[src/a2li_pkg.sv]
package a2li_pkg;

    // Fraction bits of every internal angle and of the table samples.
    localparam int WFRAC      = 30;
    // Fraction bits of the magnitude ratio.
    localparam int RATIO_FRAC = 16;
    // Width of one table sample (Q.30, below pi/4, so 32 bits carry it with room).
    localparam int ENTRY_W    = 32;

    localparam logic signed [63:0] PI_Q30      = 64'sd3373259426;
    localparam logic signed [63:0] HALF_PI_Q30 = 64'sd1686629713;

    // Polynomial coefficients of the arctangent fit, Q.30.
    localparam logic signed [63:0] COEF_0 = 64'sd1073597943;
    localparam logic signed [63:0] COEF_1 = -64'sd354656388;
    localparam logic signed [63:0] COEF_2 = 64'sd193424926;
    localparam logic signed [63:0] COEF_3 = -64'sd91410863;
    localparam logic signed [63:0] COEF_4 = 64'sd22371518;

    // Sign and special-case information that follows an item down the pipeline.
    typedef struct packed {
        logic yneg;
        logic xneg;
        logic xzero;
        logic yzero;
        logic swap;
    } t_flags;

    // Divide by 2^s, rounding half away from zero. Used at elaboration only.
    function automatic logic signed [63:0] shr_round(input logic signed [63:0] v,
                                                     input int s);
        logic [63:0] m;
        logic [63:0] r;
        m = (v < 0) ? 64'(-v) : 64'(v);
        r = (m + (64'd1 << (s - 1))) >> s;
        return (v < 0) ? -$signed(r) : $signed(r);
    endfunction

    // Horner evaluation of the arctangent polynomial on a Q.30 argument.
    function automatic logic signed [63:0] arctan_fit(input logic signed [63:0] t);
        logic signed [63:0] t2;
        logic signed [63:0] acc;
        t2  = shr_round(t * t, WFRAC);
        acc = COEF_4;
        acc = COEF_3 + shr_round(t2 * acc, WFRAC);
        acc = COEF_2 + shr_round(t2 * acc, WFRAC);
        acc = COEF_1 + shr_round(t2 * acc, WFRAC);
        acc = COEF_0 + shr_round(t2 * acc, WFRAC);
        return shr_round(t * acc, WFRAC);
    endfunction

endpackage

[src/a2li_div.sv]
module a2li_div #(
    parameter int MAG_W = 16
) (
    input  logic                            i_clk,
    input  logic                            i_rst_n,
    input  logic                            i_valid,
    input  logic [MAG_W-1:0]                i_num,
    input  logic [MAG_W-1:0]                i_den,
    input  a2li_pkg::t_flags                i_flags,
    output logic                            o_valid,
    output logic [a2li_pkg::RATIO_FRAC:0]   o_ratio,
    output a2li_pkg::t_flags                o_flags
);
    import a2li_pkg::*;

    // One restoring quotient bit per stage; the numerator never exceeds the
    // denominator, so the quotient has one integer bit.
    localparam int STEPS = RATIO_FRAC + 1;

    logic               r_valid [STEPS];
    logic [MAG_W-1:0]   r_rem   [STEPS];
    logic [MAG_W-1:0]   r_den   [STEPS];
    logic [STEPS-1:0]   r_q     [STEPS];
    t_flags             r_flags [STEPS];

    for (genvar j = 0; j < STEPS; j++) begin : g_step
        logic             p_valid;
        logic [MAG_W-1:0] p_rem;
        logic [MAG_W-1:0] p_den;
        logic [STEPS-1:0] p_q;
        t_flags           p_flags;
        logic [MAG_W:0]   n_t;
        logic             n_bit;
        logic [MAG_W-1:0] n_rem;
        logic [STEPS-1:0] n_q;

        if (j == 0) begin : g_first
            assign p_valid = i_valid;
            assign p_rem   = i_num;
            assign p_den   = i_den;
            assign p_q     = '0;
            assign p_flags = i_flags;
        end else begin : g_next
            assign p_valid = r_valid[j-1];
            assign p_rem   = r_rem[j-1];
            assign p_den   = r_den[j-1];
            assign p_q     = r_q[j-1];
            assign p_flags = r_flags[j-1];
        end

        always_comb begin
            n_t   = (j == 0) ? {1'b0, p_rem} : {p_rem, 1'b0};
            n_bit = (n_t >= {1'b0, p_den});
            n_rem = n_bit ? MAG_W'(n_t - {1'b0, p_den}) : MAG_W'(n_t);
            n_q   = {p_q[STEPS-2:0], n_bit};
        end

        always_ff @(posedge i_clk) begin
            if (!i_rst_n) begin
                r_valid[j] <= 1'b0;
            end else begin
                r_valid[j] <= p_valid;
            end
        end

        always_ff @(posedge i_clk) begin
            r_rem[j]   <= n_rem;
            r_den[j]   <= p_den;
            r_q[j]     <= n_q;
            r_flags[j] <= p_flags;
        end
    end

    assign o_valid = r_valid[STEPS-1];
    assign o_ratio = r_q[STEPS-1];
    assign o_flags = r_flags[STEPS-1];

endmodule

[config.mk]
export PLATFORM = sky130hd
export DESIGN_NAME = a2li_div
export DESIGN_NICKNAME = d
export VERILOG_FILES = /design/src/a2li_pkg.sv /design/src/a2li_div.sv
export SDC_FILE = /design/constraint.sdc
export NUM_CORES = 1
export LEC_CHECK = 0
export BUFFER_PORTS_ARGS = -buffer_cell sky130_fd_sc_hd__buf_4
export CELL_PAD_IN_SITES_DETAIL_PLACEMENT = 1
export CELL_PAD_IN_SITES_GLOBAL_PLACEMENT = 2
export CORE_MARGIN = 10
export CORE_UTILIZATION = 40
export CTS_BUF_LIST = sky130_fd_sc_hd__clkbuf_4 sky130_fd_sc_hd__clkbuf_8
export DETAILED_ROUTE_END_ITERATION = 8
export PLACE_DENSITY = 0.73
export SETUP_SLACK_MARGIN = 0.5
export SLEW_MARGIN = 20
export SYNTH_ARGS = -nofsm -noshare
export SYNTH_HDL_FRONTEND = slang
export SYNTH_SLANG_ARGS = --single-unit
[constraint.sdc]
create_clock -name i_clk -period 4 [get_ports i_clk]
set_input_delay 0.8 -clock i_clk [delete_from_list [all_inputs] [get_ports i_clk]]
set_output_delay 0.8 -clock i_clk [all_outputs]
set_load 0.005 [all_outputs]
==> results of run 1 <==
[logic make-up after synthesis]
family / synth area share [%]
adder cells (fa/ha/maj): 12.1
AO/OA/AOI/OAI: 13.6
flip-flops: 50.0
buffers and inverters: 4.81
AND/OR/NAND/NOR: 9.69
multiplexers: 4.88
XOR/XNOR: 4.91
[registers in the layout (all words and copies together), names as in the netlist]
signal / flops
r_rem: 256
r_valid: 17
r_q: 153
r_den: 256
r_flags: 85
[cells in the final DEF, fill, tap and decap left out, types with 19 or more instances in the layout]
cell type,instances
dfxtp_1,767
inv_1,338
ha_1,271
a21oi_1,196
clkbuf_8,167
nor2_1,166
o21ai_0,159
nand2_1,153
mux2_2,100
xnor2_1,93
xor2_1,79
buf_4,73
o21a_1,57
a21o_1,50
nor2b_1,48
nor3_1,48
nand2b_1,44
nand4_1,35
clkbuf_4,34
and2_1,26
nand3_1,23
o21bai_1,21
a31oi_1,20
o31ai_1,19
[area by class of cell]
cell class | count | area [sq um]
Fill cell | 8406 | 40600
Sequential cell | 767 | 15400
Multi-Input combinational cell | 1857 | 13900
Clock buffer | 201 | 2550
Tap cell | 1030 | 1290
Inverter | 339 | 1270
Timing Repair Buffer | 74 | 568
Clock inverter | 35 | 439
Antenna cell | 2 | 5.00
[worst max path at each step]
stage | start | endpoint | depth (start not counted)
floorplan | i_num[0] | r_rem[0][11]$_DFF_P_ | 13
global placement | i_num[0] | r_rem[0][2]$_DFF_P_ | 13
detailed placement | i_num[0] | r_rem[0][2]$_DFF_P_ | 13
CTS | r_rem[0][32]$_SDFF_PN0_ | r_rem[0][62]$_DFF_P_ | 11
global route | r_rem[0][32]$_SDFF_PN0_ | r_rem[0][62]$_DFF_P_ | 11
finish | r_den[0][194]$_DFF_P_ | r_rem[0][216]$_DFF_P_ | 9
[worst max-delay path, stage by stage, from the launching register on]
cell	delay, ns
dfxtp_1	0.36
inv_1	0.06
ha_1	0.33
nand3_1	0.19
o211a_1	0.29
nor3_1	0.32
o31ai_1	0.17
a21oi_1	0.33
o31a_1	0.67
mux2_2	0.41
[power by group]
| group | internal, mW | leakage [nW] | switching [mW] |
|---|---|---|---|
| clock network | 4.62 | 1.58 | 3.18 |
| logic | 6.09 | 8.22 | 7.02 |
| registers | 9.99 | 6.46 | 1.19 |
| total | 20.7 | 16.3 | 11.4 |
[through the flow]
stage,hold WS [ns],instance area [sq um],instances
after floorplan,0.310,30700,2998
after global placement,0.310,32300,4067
after detailed placement,0.313,32300,4067
after CTS,0.0391,35300,4303
after global routing,0.0681,35300,4304
final,0.132,35300,4305
[per-layer routing]
layer / share of wire, % / track usage, % / vias up
li1: - / - / 10600
met1: 46 / 19.0 / 10000
met2: 48 / 26.7 / 252
met3: 3.5 / 3.18 / 143
met4: 2.5 / 5.77 / 0
met5: 0 / 0 / -
==> metrics.csv, run 1 <==
stage,metric,value,unit
yosys,yosysSeqAreaShare,50.0,%
worst_setup_path,rr_worst_depth,9,
drt,first_iter_violations,693,
yosys,yosysTopAreaCellShare,50.0,%
placement,place.gp.congestion,0.844,
worst_setup_path,cp-start-kind,flop,
worst_setup_path,ff2ff_setup_slack,0.74,ns
grt,first_global_vias,22600,
clock_tree,insertion_delay,0.78,ns
timing,setup_tns,0,ns
clock_tree,cts_tree,yes,
worst_hold_path,worstHoldStart,i_den[3],
worst_hold_path,whs_endpoint,r_den[0][3]$_DFF_P_,
final_layout,drive_gt1_share,14.0,%
clock_tree,cts_buffer_depth,3,
timing,tightest_slew,1.03,ns
clock_tree,root_buffer,clkbuf_8,
drt,drtAntennaViolNets,0,
run_status,outcome,finished clean,
worst_setup_path,end_kind,flop,
floorplanning,die_w,297,microns
placement,port_buffers,62,
drt,route.vias.total,21000,
yosys,ys_top_cells_by_area,"dfxtp_1, ha_1, inv_1, mux2_2, a21oi_1",
clock_tree,post_cts_buffers,0,
floorplanning,dieArea,88200,sq um
floorplanning,start_util,40.4,%
yosys,netlist_instances,2998,
final_layout,final_util,46.5,%
worst_setup_path,worstPathRequired,4.65,ns
yosys,synth_common_cells,"dfxtp_1, inv_1, ha_1",
final_layout,syn_to_final_growth,15.2,%
timing,fmax,307,MHz
clock_tree,cts.repair.resized,0,
worst_hold_path,min_path_cells,1,
power,power_density,908,nW/um^2
floorplanning,die_height,297,microns
grt,grt_max_degree,31,
timing,fin_skew,0.0377,ns
power,vdd_drop_max,307,uV
drt,wl_per_cell,16.0,microns
timing,hold_viol,0,
run,cap_violations,0,
drt,drc,0,
timing,slew-limit-headroom,31.6,%
floorplanning,num_rows,101,
clock_tree,numCtsBuffers,135,
clock_tree,cts_sinks,767,
yosys,syn-cell-area,30700,sq um
power,leakagePower,16.3,nW
yosys,yosysMostFrequentCell,dfxtp_1,
yosys,postSynthAreaPerCell,10.2,sq um
drt,dr.pass1.iters,5,
worst_setup_path,cp.arrival,3.90,ns
floorplanning,ioPinCount,63,
grt,grt_use_total,15.5,%
worst_hold_path,holdCritPathClass,input pin to flop,
final_layout,fin_nets,3501,
yosys,synth_top_cell_by_area,dfxtp_1,
timing,period_share,81.4,%
power,report.power.total,32.1,mW
clock_tree,ctsHoldBuffers,0,
placement,detailed_place_hpwl,52.9,mm
yosys,synth_nets,3325,
drt,wl,68.8,mm
timing,setup_viol,0,
worst_setup_path,reg2reg_to,r_rem[0][216]$_DFF_P_,
floorplanning,core_area,75900,sq um
yosys,ys_warn_count,0,
grt,grt_pass1_wl,114,mm
grt,gr-total-overflow,0,
clock_tree,clk_pin_slew,0.06,ns
placement,pre_cts_slack,0.120,ns
timing,setup_ws,0.745,ns
clock_tree,h-tree-depth,4,
yosys,ys_async_sr_fraction,0,%
timing,slew_viol_final,0,
yosys,synth_edf_count,0,
yosys,ys_types,81,
worst_setup_path,path_max_fanout,16,
worst_setup_path,path_class,flop to flop,
timing,rsz0062_at_grt,no,
yosys,synth_seq_cells,767,
drt,viasPerCell,4.88,
worst_setup_path,r2r-start,r_den[0][194]$_DFF_P_,
yosys,synth-main-ff-cell,dfxtp_1,
timing,min_period,3.26,ns
grt,antenna_found_initial,1,
Power figures use the tool's default switching activity.
==> run 2: changes to the inputs <==
--- a/config.mk
+++ b/config.mk
@@ -5,14 +5,15 @@
 export SDC_FILE = /design/constraint.sdc
 export NUM_CORES = 1
 export LEC_CHECK = 0
+export ABC_AREA = 1
 export BUFFER_PORTS_ARGS = -buffer_cell sky130_fd_sc_hd__buf_4
 export CELL_PAD_IN_SITES_DETAIL_PLACEMENT = 1
 export CELL_PAD_IN_SITES_GLOBAL_PLACEMENT = 2
 export CORE_MARGIN = 10
-export CORE_UTILIZATION = 40
+export CORE_UTILIZATION = 35
 export CTS_BUF_LIST = sky130_fd_sc_hd__clkbuf_4 sky130_fd_sc_hd__clkbuf_8
 export DETAILED_ROUTE_END_ITERATION = 8
-export PLACE_DENSITY = 0.73
+export PLACE_DENSITY = 0.75
 export SETUP_SLACK_MARGIN = 0.5
 export SLEW_MARGIN = 20
 export SYNTH_ARGS = -nofsm -noshare
==> constraint.sdc (replaced) <==
create_clock -name i_clk -period 2.8 [get_ports i_clk]
set_input_delay 0.56 -clock i_clk [delete_from_list [all_inputs] [get_ports i_clk]]
set_output_delay 0.56 -clock i_clk [all_outputs]
set_load 0.005 [all_outputs]
==> metrics.csv, run 2 <==
stage,metric,value,unit,change
worst_setup_path,end_kind,flop,,unchanged
timing,slew-limit-headroom,72.2,%,was 31.6%
floorplanning,num_rows,118,,was 101
drt,viasPerCell,4.48,,was 4.88
yosys,ys_warn_count,0,,unchanged
clock_tree,cts_sinks,767,,unchanged
timing,fmax,465,MHz,was 307 MHz
yosys,yosysMostFrequentCell,nand2_1,,was dfxtp_1
power,leakagePower,23.1,nW,was 16.3 nW
yosys,synth_common_cells,"nand2_1, inv_1, dfxtp_1",,"was dfxtp_1, inv_1, ha_1"
worst_setup_path,path_class,flop to flop,,unchanged
grt,grt_pass1_wl,170,mm,was 114 mm
timing,min_period,2.15,ns,was 3.26 ns
grt,grt_max_degree,27,,was 31
worst_setup_path,path_max_fanout,8,,was 16
clock_tree,clk_pin_slew,0.07,ns,was 0.06 ns
clock_tree,insertion_delay,0.83,ns,was 0.78 ns
final_layout,mostFrequentLayoutCell,nand2_1,,was dfxtp_1
grt,grt_use_total,18.1,%,was 15.5%
yosys,synth_top_cell_by_area,dfxtp_1,,unchanged
floorplanning,core_area,103000,sq um,"was 75,900 sq um"
yosys,yosysSeqAreaShare,42.1,%,was 50.0%
worst_setup_path,crit_path_frequent_cell,nand2_1,,
placement,port_buffers,62,,unchanged
final_layout,fillCellCount,13000,,"was 8,406"
yosys,synth-main-ff-cell,dfxtp_1,,unchanged
floorplanning,ioPinCount,63,,unchanged
timing,rsz0062_at_grt,yes,,was no
worst_setup_path,path_cells,inv_1 > ha_1 > nand2_1 > inv_1 > nand2_1 > nor4_4 > nand2_2 > buf_4 > nand3_1 > nand2_1,,was inv_1 > ha_1 > nand3_1 > o211a_1 > nor3_1 > o31ai_1 > a21oi_1 > o31a_1 > mux2_2
placement,detailed_place_hpwl,85.6,mm,was 52.9 mm
worst_setup_path,path_delay_family,simple AND/OR/NAND/NOR gates,,was compound AO/OA/AOI/OAI gates
run_status,outcome,finished clean,,unchanged
worst_setup_path,slowest_stage,dfxtp_1,,was o31a_1
clock_tree,cts_tree,yes,,unchanged
final_layout,final_cell_mix,"nand2_1, inv_1, dfxtp_1, nand3_1, ha_1",,"was dfxtp_1, inv_1, ha_1, a21oi_1, clkbuf_8"
drt,wl_per_cell,15.8,microns,was 16.0 microns
grt,gr-total-overflow,0,,unchanged
drt,route.vias.total,30100,,"was 21,000"
yosys,synth_nets,5347,,"was 3,325"
final_layout,largest_registers,"r_den (256), r_rem (256), r_q (153)",,unchanged
final_layout,multiInputGateArea,17300,sq um,"was 13,900 sq um"
yosys,postSynthAreaPerCell,7.26,sq um,was 10.2 sq um
drt,drtAntennaViolNets,0,,unchanged
drt,drc,0,,unchanged
power,power_density,1220,nW/um^2,was 908 nW/um^2
timing,fin_hold_ws,0.312,ns,was 0.132 ns
drt,first_iter_violations,1103,,was 693
placement,dp_cells,6421,,"was 4,067"
yosys,ys_types,39,,was 81
power,vdd_drop_max,459,uV,was 307 uV
timing,tightest_slew,0.414,ns,was 1.03 ns
worst_setup_path,worst-path-buf-inv,3,,was 1
power,report.power.total,51.4,mW,was 32.1 mW
final_layout,fin_cells,6729,,"was 4,305"
final_layout,drive_gt1_share,8.73,%,was 14.0%
timing,period_share,76.8,%,was 81.4%
floorplanning,start_util,35.2,%,was 40.4%
placement,place.gp.congestion,0.823,,was 0.844
yosys,synth_seq_cells,767,,unchanged
grt,first_global_vias,31200,,"was 22,600"
timing,setup_viol,0,,unchanged
worst_setup_path,cp.arrival,2.82,ns,was 3.90 ns
clock_tree,h-tree-depth,4,,unchanged
worst_hold_path,holdCritPathClass,flop to flop,,was input pin to flop
clock_tree,root_buffer,clkbuf_8,,unchanged
drt,wl,106,mm,was 68.8 mm
clock_tree,numCtsBuffers,135,,unchanged
floorplanning,die_height,343,microns,was 297 microns
run,cap_violations,0,,unchanged
final_layout,seq_area,15400,sq um,about the same
timing,setup_tns,0,ns,unchanged
final_layout,syn_to_final_growth,15.7,%,was 15.2%
floorplanning,dieArea,117000,sq um,"was 88,200 sq um"
yosys,ys_async_sr_fraction,0,%,unchanged
clock_tree,cts_buffer_depth,3,,unchanged
grt,antenna_found_initial,2,,was 1
final_layout,fin_nets,5566,,"was 3,501"
timing,slew_viol_final,0,,unchanged
worst_setup_path,cp-start-kind,flop,,unchanged
floorplanning,die_w,343,microns,was 297 microns
timing,fin_skew,0.0381,ns,was 0.0377 ns
yosys,ys_top_cells_by_area,"dfxtp_1, nand2_1, inv_1, ha_1, nand3_1",,"was dfxtp_1, ha_1, inv_1, mux2_2, a21oi_1"
timing,hold_viol,0,,unchanged
yosys,yosysTopAreaCellShare,42.1,%,was 50.0%
yosys,syn-cell-area,36400,sq um,"was 30,700 sq um"
yosys,netlist_instances,5020,,"was 2,998"
worst_setup_path,worstPathRequired,3.47,ns,was 4.65 ns
drt,dr.pass1.iters,5,,unchanged
yosys,synth_edf_count,0,,unchanged
worst_setup_path,cpPeakStageDelay,0.42,ns,was 0.67 ns
## run 2: cell count changes after synthesis, moves of 42 or more
cell,delta
nand4_1,+42
mux2_2,-100
nand2_1,+1672
nand3_1,+283
xnor2_1,-55
a21o_1,-53
o21a_1,-57
inv_1,+589
nor2_1,+59
nand3b_1,+54
nor2b_1,-48
o21ai_0,-140
nand2b_1,-44
## run 2: path summary, 6_finish.rpt
check / start / to / slack, ns / cells past startpoint
max: r_den[0][108]$_DFF_P_ / r_rem[0][123]$_DFF_P_ / 0.65 / 10
min: r_q[0][17]$_DFF_P_ / r_q[0][35]$_DFF_P_ / 0.31 / 0
max reg2reg: r_den[0][108]$_DFF_P_ / r_rem[0][123]$_DFF_P_ / 0.65 / 10
min reg2reg: r_q[0][17]$_DFF_P_ / r_q[0][35]$_DFF_P_ / 0.31 / 0
## run 2: stage by stage
stage          setup slack [ns]  utilization, %  cell area [sq um]
2_1_floorplan             0.673               -              36400
3_3_place_gp              0.294            37.0              38300
3_5_place_dp              0.308            37.0              38300
4_1_cts                   0.491            40.4              41800
5_1_grt                   0.476            40.7              42200
6_report                  0.651            40.7              42200
## run 2: logic make-up after synthesis
group           synth area share [%]
compound gates                  2.64
flops                           42.1
fa+ha+maj                       10.2
xor+xnor                        2.69
buf+inv                         10.8
simple gates                    31.5
## run 2: routing by layer
| metal | vias up | GRT usage, % | part of all wire [%] |
|---|---|---|---|
| li1 | 15800 | - | - |
| met1 | 13900 | 22.3 | 46 |
| met2 | 278 | 32.1 | 49 |
| met3 | 145 | 2.70 | 2.5 |
| met4 | 0 | 5.86 | 2.5 |
| met5 | - | 0 | 0 |
## run 2: layout make-up
| cell class | instances | share of cell area, % |
|---|---|---|
| repair buffers | 132 | 2.66 |
| well taps | 1380 | 4.09 |
| diodes | 1 | 0.00593 |
| clock buffers | 204 | 6.09 |
| flip-flops and latches | 767 | 36.4 |
| multi-input cells | 3263 | 40.9 |
| clock inverters | 42 | 1.31 |
| inverters | 940 | 8.47 |
## run 2: power breakdown
| group | internal, mW | switching, mW |
|---|---|---|
| Sequential | 14.2 | 2.01 |
| Clock | 6.94 | 4.76 |
| Combinational | 8.28 | 15.2 |
## run 2: what timing repair did
| action | 4_1_cts | 5_1_grt |
|---|---|---|
| hold buffers | 40 | 0 |
| pin swaps | 0 | 8 |
| endpoints found under the setup margin | 5 | 215 |
| gates cloned | 0 | 1 |
| hold endpoints to repair | 54 | 0 |
| gates resized for setup | 2 | 53 |
| setup buffers | 0 | 20 |
## run 2: worst reg2reg max path: cells and delay by family, from the launching register on
family | cells | cell delay, ns
fa+ha+maj | 1 | 0.38
simple gates | 6 | 0.80
flops | 1 | 0.42
buf+inv | 3 | 0.40
